`src/rtl/core/sha256_pkg.sv`:
```
package sha256_pkg;

  localparam int unsigned RoundCount = 64;
  localparam int unsigned BlockBytes = 64;
  localparam int unsigned LenOffset = 56;
  localparam int unsigned QueueDepth = 2;

  localparam logic [7:0] PadByte = 8'h80;

  localparam logic REQ_BYTE = 1'b0;
  localparam logic REQ_FINISH = 1'b1;

  // One queued operation: a plain byte or a finish request.
  typedef struct packed {
    logic       is_finish;
    logic [7:0] data;
  } op_t;

  typedef logic [7:0][31:0] hash_t;

  localparam hash_t InitHash = {
    32'h5be0cd19, 32'h1f83d9ab, 32'h9b05688c, 32'h510e527f,
    32'ha54ff53a, 32'h3c6ef372, 32'hbb67ae85, 32'h6a09e667
  };

  function automatic logic [31:0] round_k(input logic [5:0] t);
    logic [31:0] k;
    unique case (t)
      6'd0: k = 32'h428a2f98;  6'd1: k = 32'h71374491;  6'd2: k = 32'hb5c0fbcf;
      6'd3: k = 32'he9b5dba5;  6'd4: k = 32'h3956c25b;  6'd5: k = 32'h59f111f1;
      6'd6: k = 32'h923f82a4;  6'd7: k = 32'hab1c5ed5;  6'd8: k = 32'hd807aa98;
      6'd9: k = 32'h12835b01;  6'd10: k = 32'h243185be; 6'd11: k = 32'h550c7dc3;
      6'd12: k = 32'h72be5d74; 6'd13: k = 32'h80deb1fe; 6'd14: k = 32'h9bdc06a7;
      6'd15: k = 32'hc19bf174; 6'd16: k = 32'he49b69c1; 6'd17: k = 32'hefbe4786;
      6'd18: k = 32'h0fc19dc6; 6'd19: k = 32'h240ca1cc; 6'd20: k = 32'h2de92c6f;
      6'd21: k = 32'h4a7484aa; 6'd22: k = 32'h5cb0a9dc; 6'd23: k = 32'h76f988da;
      6'd24: k = 32'h983e5152; 6'd25: k = 32'ha831c66d; 6'd26: k = 32'hb00327c8;
      6'd27: k = 32'hbf597fc7; 6'd28: k = 32'hc6e00bf3; 6'd29: k = 32'hd5a79147;
      6'd30: k = 32'h06ca6351; 6'd31: k = 32'h14292967; 6'd32: k = 32'h27b70a85;
      6'd33: k = 32'h2e1b2138; 6'd34: k = 32'h4d2c6dfc; 6'd35: k = 32'h53380d13;
      6'd36: k = 32'h650a7354; 6'd37: k = 32'h766a0abb; 6'd38: k = 32'h81c2c92e;
      6'd39: k = 32'h92722c85; 6'd40: k = 32'ha2bfe8a1; 6'd41: k = 32'ha81a664b;
      6'd42: k = 32'hc24b8b70; 6'd43: k = 32'hc76c51a3; 6'd44: k = 32'hd192e819;
      6'd45: k = 32'hd6990624; 6'd46: k = 32'hf40e3585; 6'd47: k = 32'h106aa070;
      6'd48: k = 32'h19a4c116; 6'd49: k = 32'h1e376c08; 6'd50: k = 32'h2748774c;
      6'd51: k = 32'h34b0bcb5; 6'd52: k = 32'h391c0cb3; 6'd53: k = 32'h4ed8aa4a;
      6'd54: k = 32'h5b9cca4f; 6'd55: k = 32'h682e6ff3; 6'd56: k = 32'h748f82ee;
      6'd57: k = 32'h78a5636f; 6'd58: k = 32'h84c87814; 6'd59: k = 32'h8cc70208;
      6'd60: k = 32'h90befffa; 6'd61: k = 32'ha4506ceb; 6'd62: k = 32'hbef9a3f7;
      default: k = 32'hc67178f2;
    endcase
    return k;
  endfunction

  function automatic logic [31:0] rotr(input logic [31:0] x, input int unsigned n);
    return (x >> n) | (x << (32 - n));
  endfunction

endpackage

```
`src/rtl/core/sha256_if.sv`:
```
interface sha256_in_if;
  logic       valid;
  logic       ready;
  logic       req_type;
  logic [7:0] msg_byte;
  modport source (output valid, output req_type, output msg_byte, input ready);
  modport sink (input valid, input req_type, input msg_byte, output ready);
endinterface

interface sha256_out_if;
  logic        valid;
  logic        ready;
  logic [31:0] digest_word;
  logic [2:0]  word_index;
  logic        last_word;
  modport source (output valid, output digest_word, output word_index, output last_word,
                  input ready);
  modport sink (input valid, input digest_word, input word_index, input last_word,
                output ready);
endinterface

```
`src/rtl/core/sha256_byte_stream_hasher.sv`:
```
// Channel  Direction  Payload
// in       sink       req_type, msg_byte
// out      source     digest_word, word_index, last_word
//
// A message byte is written into the block buffer; a byte that completes a block
// then starts the 64 rounds and the hash update.
// A finish pads one byte a cycle through the rest of the block, compresses one or
// two blocks, then offers eight digest words, one per cycle while out_ch.ready is high.
// A two-entry queue accepts up to two operations while the round loop or the output stalls.
// Reset is synchronous and restores the initial hash values.
module sha256_byte_stream_hasher (
  input logic          clk,
  input logic          rst_n,
  sha256_in_if.sink    in_ch,
  sha256_out_if.source out_ch
);

  sha256_pkg::op_t op;
  logic            op_valid, op_pop;

  sha256_front u_front (
    .clk(clk), .rst_n(rst_n), .in_ch(in_ch),
    .op(op), .op_valid(op_valid), .op_pop(op_pop)
  );

  sha256_back u_back (
    .clk(clk), .rst_n(rst_n), .op(op), .op_valid(op_valid),
    .op_pop(op_pop), .out_ch(out_ch)
  );

endmodule

```
`src/rtl/core/sha256_front.sv`:
```
module sha256_front (
  input  logic                clk,
  input  logic                rst_n,
  sha256_in_if.sink           in_ch,
  output sha256_pkg::op_t     op,
  output logic                op_valid,
  input  logic                op_pop
);

  sha256_pkg::op_t q_r [sha256_pkg::QueueDepth];
  logic            wr_ptr_r, rd_ptr_r;
  logic [1:0]      cnt_r;
  logic            push;

  assign in_ch.ready = (cnt_r != 2'(sha256_pkg::QueueDepth));
  assign push = in_ch.valid && in_ch.ready;
  assign op_valid = (cnt_r != 2'd0);
  assign op = q_r[rd_ptr_r];

  always_ff @(posedge clk) begin
    if (push) begin
      q_r[wr_ptr_r] <= '{is_finish: (in_ch.req_type == sha256_pkg::REQ_FINISH),
                         data: in_ch.msg_byte};
    end
    if (!rst_n) begin
      wr_ptr_r <= 1'b0;
      rd_ptr_r <= 1'b0;
      cnt_r <= 2'd0;
    end else begin
      if (push) wr_ptr_r <= ~wr_ptr_r;
      if (op_pop) rd_ptr_r <= ~rd_ptr_r;
      cnt_r <= cnt_r + 2'(push) - 2'(op_pop);
    end
  end

endmodule

```
`src/rtl/core/sha256_back.sv`:
```
module sha256_back (
  input  logic            clk,
  input  logic            rst_n,
  input  sha256_pkg::op_t op,
  input  logic            op_valid,
  output logic            op_pop,
  sha256_out_if.source    out_ch
);

  localparam logic [2:0] ST_IDLE   = 3'd0;
  localparam logic [2:0] ST_PAD    = 3'd1;
  localparam logic [2:0] ST_ROUND  = 3'd2;
  localparam logic [2:0] ST_UPDATE = 3'd3;
  localparam logic [2:0] ST_EMIT   = 3'd4;

  logic [2:0]           state_r, state_nxt;
  logic [31:0]          blk_r [16];
  logic [5:0]           fill_r;
  logic [63:0]          bits_r;
  sha256_pkg::hash_t    h_r;
  logic [31:0]          w_r [16];
  logic [31:0]          va_r, vb_r, vc_r, vd_r, ve_r, vf_r, vg_r, vh_r;
  logic [5:0]           t_r;
  logic                 fin_r;
  logic                 final_blk_r;
  logic [2:0]           idx_r;

  logic [31:0] w_cur, w2, w15, s0, s1, t1, t2;
  logic        pad_wr;
  logic [7:0]  pad_byte;

  always_comb begin
    w2 = w_r[4'(t_r - 6'd2)];
    w15 = w_r[4'(t_r - 6'd15)];
    s1 = sha256_pkg::rotr(w2, 17) ^ sha256_pkg::rotr(w2, 19) ^ (w2 >> 10);
    s0 = sha256_pkg::rotr(w15, 7) ^ sha256_pkg::rotr(w15, 18) ^ (w15 >> 3);
    if (t_r < 6'd16) begin
      w_cur = blk_r[t_r[3:0]];
    end else begin
      w_cur = s1 + w_r[4'(t_r - 6'd7)] + s0 + w_r[t_r[3:0]];
    end
    t1 = vh_r + (sha256_pkg::rotr(ve_r, 6) ^ sha256_pkg::rotr(ve_r, 11) ^
                 sha256_pkg::rotr(ve_r, 25)) + ((ve_r & vf_r) ^ (~ve_r & vg_r)) +
         sha256_pkg::round_k(t_r) + w_cur;
    t2 = (sha256_pkg::rotr(va_r, 2) ^ sha256_pkg::rotr(va_r, 13) ^
          sha256_pkg::rotr(va_r, 22)) + ((va_r & vb_r) ^ (va_r & vc_r) ^ (vb_r & vc_r));
  end

  // Padding writes one byte a cycle: the marker, zeros, then, in the final block, the length.
  always_comb begin
    pad_wr = 1'b0;
    pad_byte = 8'h00;
    if (state_r == ST_PAD) begin
      pad_wr = 1'b1;
      if (!fin_r) pad_byte = sha256_pkg::PadByte;
      else if (final_blk_r && fill_r >= 6'(sha256_pkg::LenOffset))
        pad_byte = bits_r[8'(7 - fill_r[2:0]) * 8 +: 8];
    end
  end

  always_comb begin
    state_nxt = state_r;
    op_pop = 1'b0;
    unique case (state_r)
      ST_IDLE: begin
        if (op_valid) begin
          op_pop = 1'b1;
          if (op.is_finish) state_nxt = ST_PAD;
          else if (fill_r == 6'd63) state_nxt = ST_ROUND;
        end
      end
      ST_PAD: begin
        if (fill_r == 6'd63) state_nxt = ST_ROUND;
      end
      ST_ROUND: begin
        if (t_r == 6'd63) state_nxt = ST_UPDATE;
      end
      ST_UPDATE: begin
        if (!fin_r) state_nxt = ST_IDLE;
        else if (final_blk_r) state_nxt = ST_EMIT;
        else state_nxt = ST_PAD;
      end
      ST_EMIT: begin
        if (out_ch.ready && idx_r == 3'd7) state_nxt = ST_IDLE;
      end
      default: state_nxt = ST_IDLE;
    endcase
  end

  assign out_ch.valid = (state_r == ST_EMIT);
  assign out_ch.digest_word = h_r[idx_r];
  assign out_ch.word_index = idx_r;
  assign out_ch.last_word = (idx_r == 3'd7);

  always_ff @(posedge clk) begin
    if (state_r == ST_IDLE && op_valid && !op.is_finish)
      blk_r[fill_r[5:2]][{~fill_r[1:0], 3'b000} +: 8] <= op.data;
    else if (pad_wr) blk_r[fill_r[5:2]][{~fill_r[1:0], 3'b000} +: 8] <= pad_byte;
    if (state_r == ST_ROUND) w_r[t_r[3:0]] <= w_cur;
  end

  always_ff @(posedge clk) begin
    if (!rst_n) begin
      state_r <= ST_IDLE;
      fill_r <= 6'd0;
      bits_r <= 64'd0;
      h_r <= sha256_pkg::InitHash;
      t_r <= 6'd0;
      fin_r <= 1'b0;
      final_blk_r <= 1'b0;
      idx_r <= 3'd0;
    end else begin
      state_r <= state_nxt;
      unique case (state_r)
        ST_IDLE: begin
          if (op_valid) begin
            if (op.is_finish) begin
              final_blk_r <= (fill_r < 6'(sha256_pkg::LenOffset));
            end else begin
              fill_r <= fill_r + 6'd1;
              bits_r <= bits_r + 64'd8;
            end
          end
        end
        ST_PAD: begin
          fin_r <= 1'b1;
          fill_r <= fill_r + 6'd1;
        end
        ST_ROUND: begin
          t_r <= t_r + 6'd1;
          va_r <= t1 + t2; vb_r <= va_r; vc_r <= vb_r; vd_r <= vc_r;
          ve_r <= vd_r + t1; vf_r <= ve_r; vg_r <= vf_r; vh_r <= vg_r;
        end
        ST_UPDATE: begin
          h_r[0] <= h_r[0] + va_r; h_r[1] <= h_r[1] + vb_r;
          h_r[2] <= h_r[2] + vc_r; h_r[3] <= h_r[3] + vd_r;
          h_r[4] <= h_r[4] + ve_r; h_r[5] <= h_r[5] + vf_r;
          h_r[6] <= h_r[6] + vg_r; h_r[7] <= h_r[7] + vh_r;
          final_blk_r <= 1'b1;
        end
        ST_EMIT: begin
          if (out_ch.ready) begin
            idx_r <= idx_r + 3'd1;
            if (idx_r == 3'd7) begin
              h_r <= sha256_pkg::InitHash;
              bits_r <= 64'd0;
              fin_r <= 1'b0;
              final_blk_r <= 1'b0;
            end
          end
        end
        default: ;
      endcase
      if (state_nxt == ST_ROUND && state_r != ST_ROUND) begin
        va_r <= h_r[0]; vb_r <= h_r[1]; vc_r <= h_r[2]; vd_r <= h_r[3];
        ve_r <= h_r[4]; vf_r <= h_r[5]; vg_r <= h_r[6]; vh_r <= h_r[7];
        t_r <= 6'd0;
      end
      if (state_r == ST_IDLE && state_nxt == ST_ROUND) fill_r <= 6'd0;
      if (state_r == ST_PAD && state_nxt == ST_ROUND) fill_r <= 6'd0;
    end
  end

endmodule

```
`src/flat_wrapper.sv`:
```
// flat-port wrapper written by rule: the top's interface ports become plain ports
module sha256_byte_stream_hasher_flat 
  (clk, rst_n, in_ch_valid, in_ch_req_type, in_ch_msg_byte, in_ch_ready, out_ch_valid, out_ch_digest_word, out_ch_word_index, out_ch_last_word, out_ch_ready);
  sha256_in_if in_ch_i ();
  sha256_out_if out_ch_i ();
  input logic clk;
  input logic rst_n;
  input wire logic [$bits(in_ch_i.valid)-1:0] in_ch_valid;
  input wire logic [$bits(in_ch_i.req_type)-1:0] in_ch_req_type;
  input wire logic [$bits(in_ch_i.msg_byte)-1:0] in_ch_msg_byte;
  output wire logic [$bits(in_ch_i.ready)-1:0] in_ch_ready;
  output wire logic [$bits(out_ch_i.valid)-1:0] out_ch_valid;
  output wire logic [$bits(out_ch_i.digest_word)-1:0] out_ch_digest_word;
  output wire logic [$bits(out_ch_i.word_index)-1:0] out_ch_word_index;
  output wire logic [$bits(out_ch_i.last_word)-1:0] out_ch_last_word;
  input wire logic [$bits(out_ch_i.ready)-1:0] out_ch_ready;
  assign in_ch_i.valid = in_ch_valid;
  assign in_ch_i.req_type = in_ch_req_type;
  assign in_ch_i.msg_byte = in_ch_msg_byte;
  assign in_ch_ready = in_ch_i.ready;
  assign out_ch_valid = out_ch_i.valid;
  assign out_ch_digest_word = out_ch_i.digest_word;
  assign out_ch_word_index = out_ch_i.word_index;
  assign out_ch_last_word = out_ch_i.last_word;
  assign out_ch_i.ready = out_ch_ready;
  sha256_byte_stream_hasher u_core (.clk(clk), .rst_n(rst_n), .in_ch(in_ch_i), .out_ch(out_ch_i));
endmodule
```
`config.mk`:
```
export PLATFORM = sky130hd
export DESIGN_NAME = sha256_byte_stream_hasher_flat
export DESIGN_NICKNAME = d
export VERILOG_FILES = /design/src/rtl/core/sha256_pkg.sv /design/src/rtl/core/sha256_if.sv /design/src/rtl/core/sha256_byte_stream_hasher.sv /design/src/rtl/core/sha256_front.sv /design/src/rtl/core/sha256_back.sv /design/src/flat_wrapper.sv
export SDC_FILE = /design/constraint.sdc
export NUM_CORES = 2
export LEC_CHECK = 0
export BUFFER_PORTS_ARGS = -buffer_cell sky130_fd_sc_hd__buf_4
export CAP_MARGIN = 20
export CELL_PAD_IN_SITES_DETAIL_PLACEMENT = 0
export CELL_PAD_IN_SITES_GLOBAL_PLACEMENT = 2
export CORE_MARGIN = 5
export CORE_UTILIZATION = 41
export DETAILED_ROUTE_END_ITERATION = 10
export PLACE_DENSITY = 0.8
export SLEW_MARGIN = 20
export SYNTH_ARGS = -nofsm -noshare
export SYNTH_HDL_FRONTEND = slang
export SYNTH_SLANG_ARGS = --single-unit
```
`constraint.sdc`:
```
create_clock -name clk -period 12.98 [get_ports clk]
set_input_delay 0.649 -clock clk [delete_from_list [all_inputs] [get_ports clk]]
set_output_delay 0.649 -clock clk [all_outputs]
set_load 0.05 [all_outputs]
```
==> summary.txt <==
outcome -> finished clean
sequential area share after synthesis -> 45.2%
Pint -> 10.8 mW
setup tns final -> 0 ns
Clock Sinks -> 1676
EDFF count, synth -> 1298
M2 GR Usage -> 43.9%
gp weighted congestion -> 0.954
max incr delay on CP -> 0.59 ns
Sw Share -> 29.1%
# port buffers -> 50
DR pass1 iterations -> 6
worst-skew pair later-pin latency -> 0.86 ns
CTS H-Tree Depth -> 4
Min-Delay Path Depth -> 3
clk slew on worst S/H paths -> 0.06 ns
initial core utilization -> 41.1%
vias per cell -> 6.06
initial antenna violation count -> 12
Slew HR -> 23.1%
critical path's slowest cell -> mux4_2
unrepaired setup endpoints after global routing -> no
routed wire length -> 358000 um
GR met1 Demand/Resource -> 35.3%
Longest Clk Path Bufs -> 3
vias in the first global route -> 73700
final-stage net count -> 9347
Die W -> 511 um
Critical Path Most Common Cell -> inv_1
ratio of final minimum period to clock period -> 96.4%
Area Growth Syn to Fin -> 12.2%
Max Freq -> 0.0799 GHz
Setup crit start kind -> flip-flop
synth warn -> 0
Max Cap Violations -> 0
fillcell total -> 22400
register bit total from synthesis -> 1676
worst-path fanout max -> 13
DP HPWL -> 253000 um
dpl ws -> 0.151 ns
Final ANT Viol Nets -> 0
CORE AREA -> 0.251 sq mm
crit path buf inv count -> 9
first-pass GRT wire length -> 519000 um
CP arrival -> 13.06 ns
Hold Fails Final Rpt -> 0
Post-Syn Area -> 0.103 sq mm
final setup vio count -> 0
min Tclk post-route -> 12.51 ns
M3 GR Usage -> 4.20%
drt first-iter violations -> 7571
Post-Synthesis Cells -> 8657
Levels on crit path -> 50
drt drc -> 0
GR Util All Layers -> 26.7%
clock root cell -> clkbuf_16
Worst-Margin Slew -> 1.15 ns
PD cells -> 132 mW/mm^2
number of CTS-inserted buffers -> 191
Max Slew Vio Count -> 0
CTS tree -> done
DR vias -> 74300
CP delay by family, top -> adder cells
largest net degree at the start of global routing -> 102
leakage -> 41.4 nW
fraction of registers with async set/reset -> 0%
Worst Clk Skew -> 0.0592 ns
proportion of power drawn by the clock network -> 36.4%
worst reg2reg path depth -> 50
mean post-synth cell area -> 11.9 sq um
endpoint type of the worst setup path -> flip-flop
Die ar. -> 0.261 sq mm
Unique masters post-synth -> 86
CP Class -> flip-flop to flip-flop
worst-case vdd ir drop -> 183 uV
share of power burned in combinational logic -> 23.1%
Syn Nets -> 9270
row cnt -> 184
grt ovf -> 0
share of layout cells above drive strength 1 -> 18.1%
final worst-path setup slack -> 0.471 ns
drt wl/cell -> 29.2 um
net switching power -> 4.45 mW
Min-Delay Path Class -> input port to flip-flop
sequential share of power -> 40.5%
Top Usage Layer GRT -> met2
Req. time, crit path -> 13.53 ns
# IOs -> 51
die outline height -> 511 um
Main synth FF type -> edfxtp_1
[power groups by stage]
stage | clock network [mW] | registers, mW | logic, mW
floorplan | 0 | 6.30 | 2.35
global placement | 0 | 6.30 | 3.39
detailed placement | 0 | 6.31 | 3.43
CTS | 5.66 | 6.19 | 3.47
global route | 5.88 | 6.19 | 3.90
finish | 5.57 | 6.19 | 3.53
[synthesized netlist by cell type, types with 61 or more instances]
| master | instances | area, sq um |
|---|---|---|
| clkbuf_1 | 388 | 1460 |
| mux4_2 | 735 | 16600 |
| mux2_2 | 85 | 957 |
| o21ai_0 | 397 | 1990 |
| fa_1 | 195 | 3900 |
| nor3_1 | 115 | 576 |
| nand3_1 | 149 | 746 |
| a211oi_1 | 92 | 691 |
| nor2_1 | 612 | 2300 |
| nand2_1 | 988 | 3710 |
| inv_1 | 548 | 2060 |
| xnor2_1 | 385 | 3370 |
| xor2_1 | 238 | 2080 |
| a21oi_1 | 463 | 2320 |
| a21o_1 | 200 | 1500 |
| edfxtp_1 | 1298 | 39000 |
| ha_1 | 405 | 5070 |
| o21a_1 | 61 | 458 |
| buf_1 | 81 | 304 |
| dfxtp_1 | 378 | 7570 |
[flip-flops by register name, indices dropped and copies added (netlist names), 32 cells and up, named ones only]
| register | cells |
|---|---|
| u_core.u_back.bits_r | 61 |
| u_core.u_back.blk_r | 512 |
| u_core.u_back.h_r | 256 |
| u_core.u_back.va_r | 32 |
| u_core.u_back.vb_r | 32 |
| u_core.u_back.vc_r | 32 |
| u_core.u_back.vd_r | 32 |
| u_core.u_back.ve_r | 32 |
| u_core.u_back.vf_r | 32 |
| u_core.u_back.vg_r | 32 |
| u_core.u_back.vh_r | 32 |
| u_core.u_back.w_r | 512 |
[layout make-up]
| class | instances | area [sq um] | area share [%] |
|---|---|---|---|
| clock inverter | 108 | 1210 | 1.05 |
| timing repair buffer | 379 | 3180 | 2.76 |
| clock buffer | 250 | 5220 | 4.52 |
| sequential | 1676 | 46600 | 40.3 |
| antenna | 4 | 10.0 | 0.00866 |
| inverter | 552 | 2070 | 1.79 |
| multi-input combinational | 5934 | 53100 | 45.9 |
| tap | 3348 | 4190 | 3.62 |
[kinds of logic after synthesis]
family	synth area share, %
AO/OA/AOI/OAI	10.2
AND/OR/NAND/NOR	9.06
buffers and inverters	3.89
flip-flops	45.2
XOR/XNOR	5.40
multiplexers	17.5
adder cells (fa/ha/maj)	8.75
[stage by stage]
step	hold slack [ns]	power, mW	area [sq um]	util (%)	cells
floorplan	0.459	8.64	103000	-	8657
global placement	0.469	9.70	109000	43.3	11900
detailed placement	0.484	9.74	109000	43.3	11900
CTS	0.0683	15.3	115000	46.0	12200
global route	0.113	16.0	116000	46.1	12200
finish	0.133	15.3	116000	46.1	12300
[what timing repair did]
item / CTS / global route
hold buffers: 9 / 0
gates resized for setup: 0 / 38
endpoints found under the setup margin: 0 / 9
hold endpoints to repair: 18 / 0
setup buffers: 0 / 5
[routing by layer]
layer  up-vias  wire (um)
li1      32400          -
met4         2      17900
met1     37700     142000
met3       655      27600
met5         -         14
met2      3507     171000
[cells in the final DEF (no fill, tap or decap), types with 84 or more instances in the layout]
master,netlist,routed
xnor2_1,385,377
clkbuf_16,0,194
buf_4,2,339
ha_1,405,402
a21oi_1,463,461
nand2_1,988,984
edfxtp_1,1298,1298
mux4_2,735,735
o21ai_0,397,389
nor2_1,612,587
mux2_2,85,84
xor2_1,238,235
a21o_1,200,199
nor3_1,115,111
dfxtp_1,378,369
fa_1,195,195
inv_1,548,546
nand3_1,149,148
[path summary, 6_finish.rpt]
path | end | slack, ns | start
worst max-delay path | u_core.u_back.va_r[31] | 0.47 | u_core.u_back.t_r[0]
worst max register to register | u_core.u_back.va_r[31] | 0.47 | u_core.u_back.t_r[0]
worst min-delay path | u_core.u_back.out_ch.word_index[1] | 0.13 | out_ch_ready
worst min register to register | u_core.u_back.h_r[169] | 0.49 | u_core.u_back.h_r[169]
[worst min-delay path, cell delays in order]
cell	delay, ns
buf_4	0.15
nand3_1	0.09
a21oi_1	0.05
(Power assumes the default switching activity.)
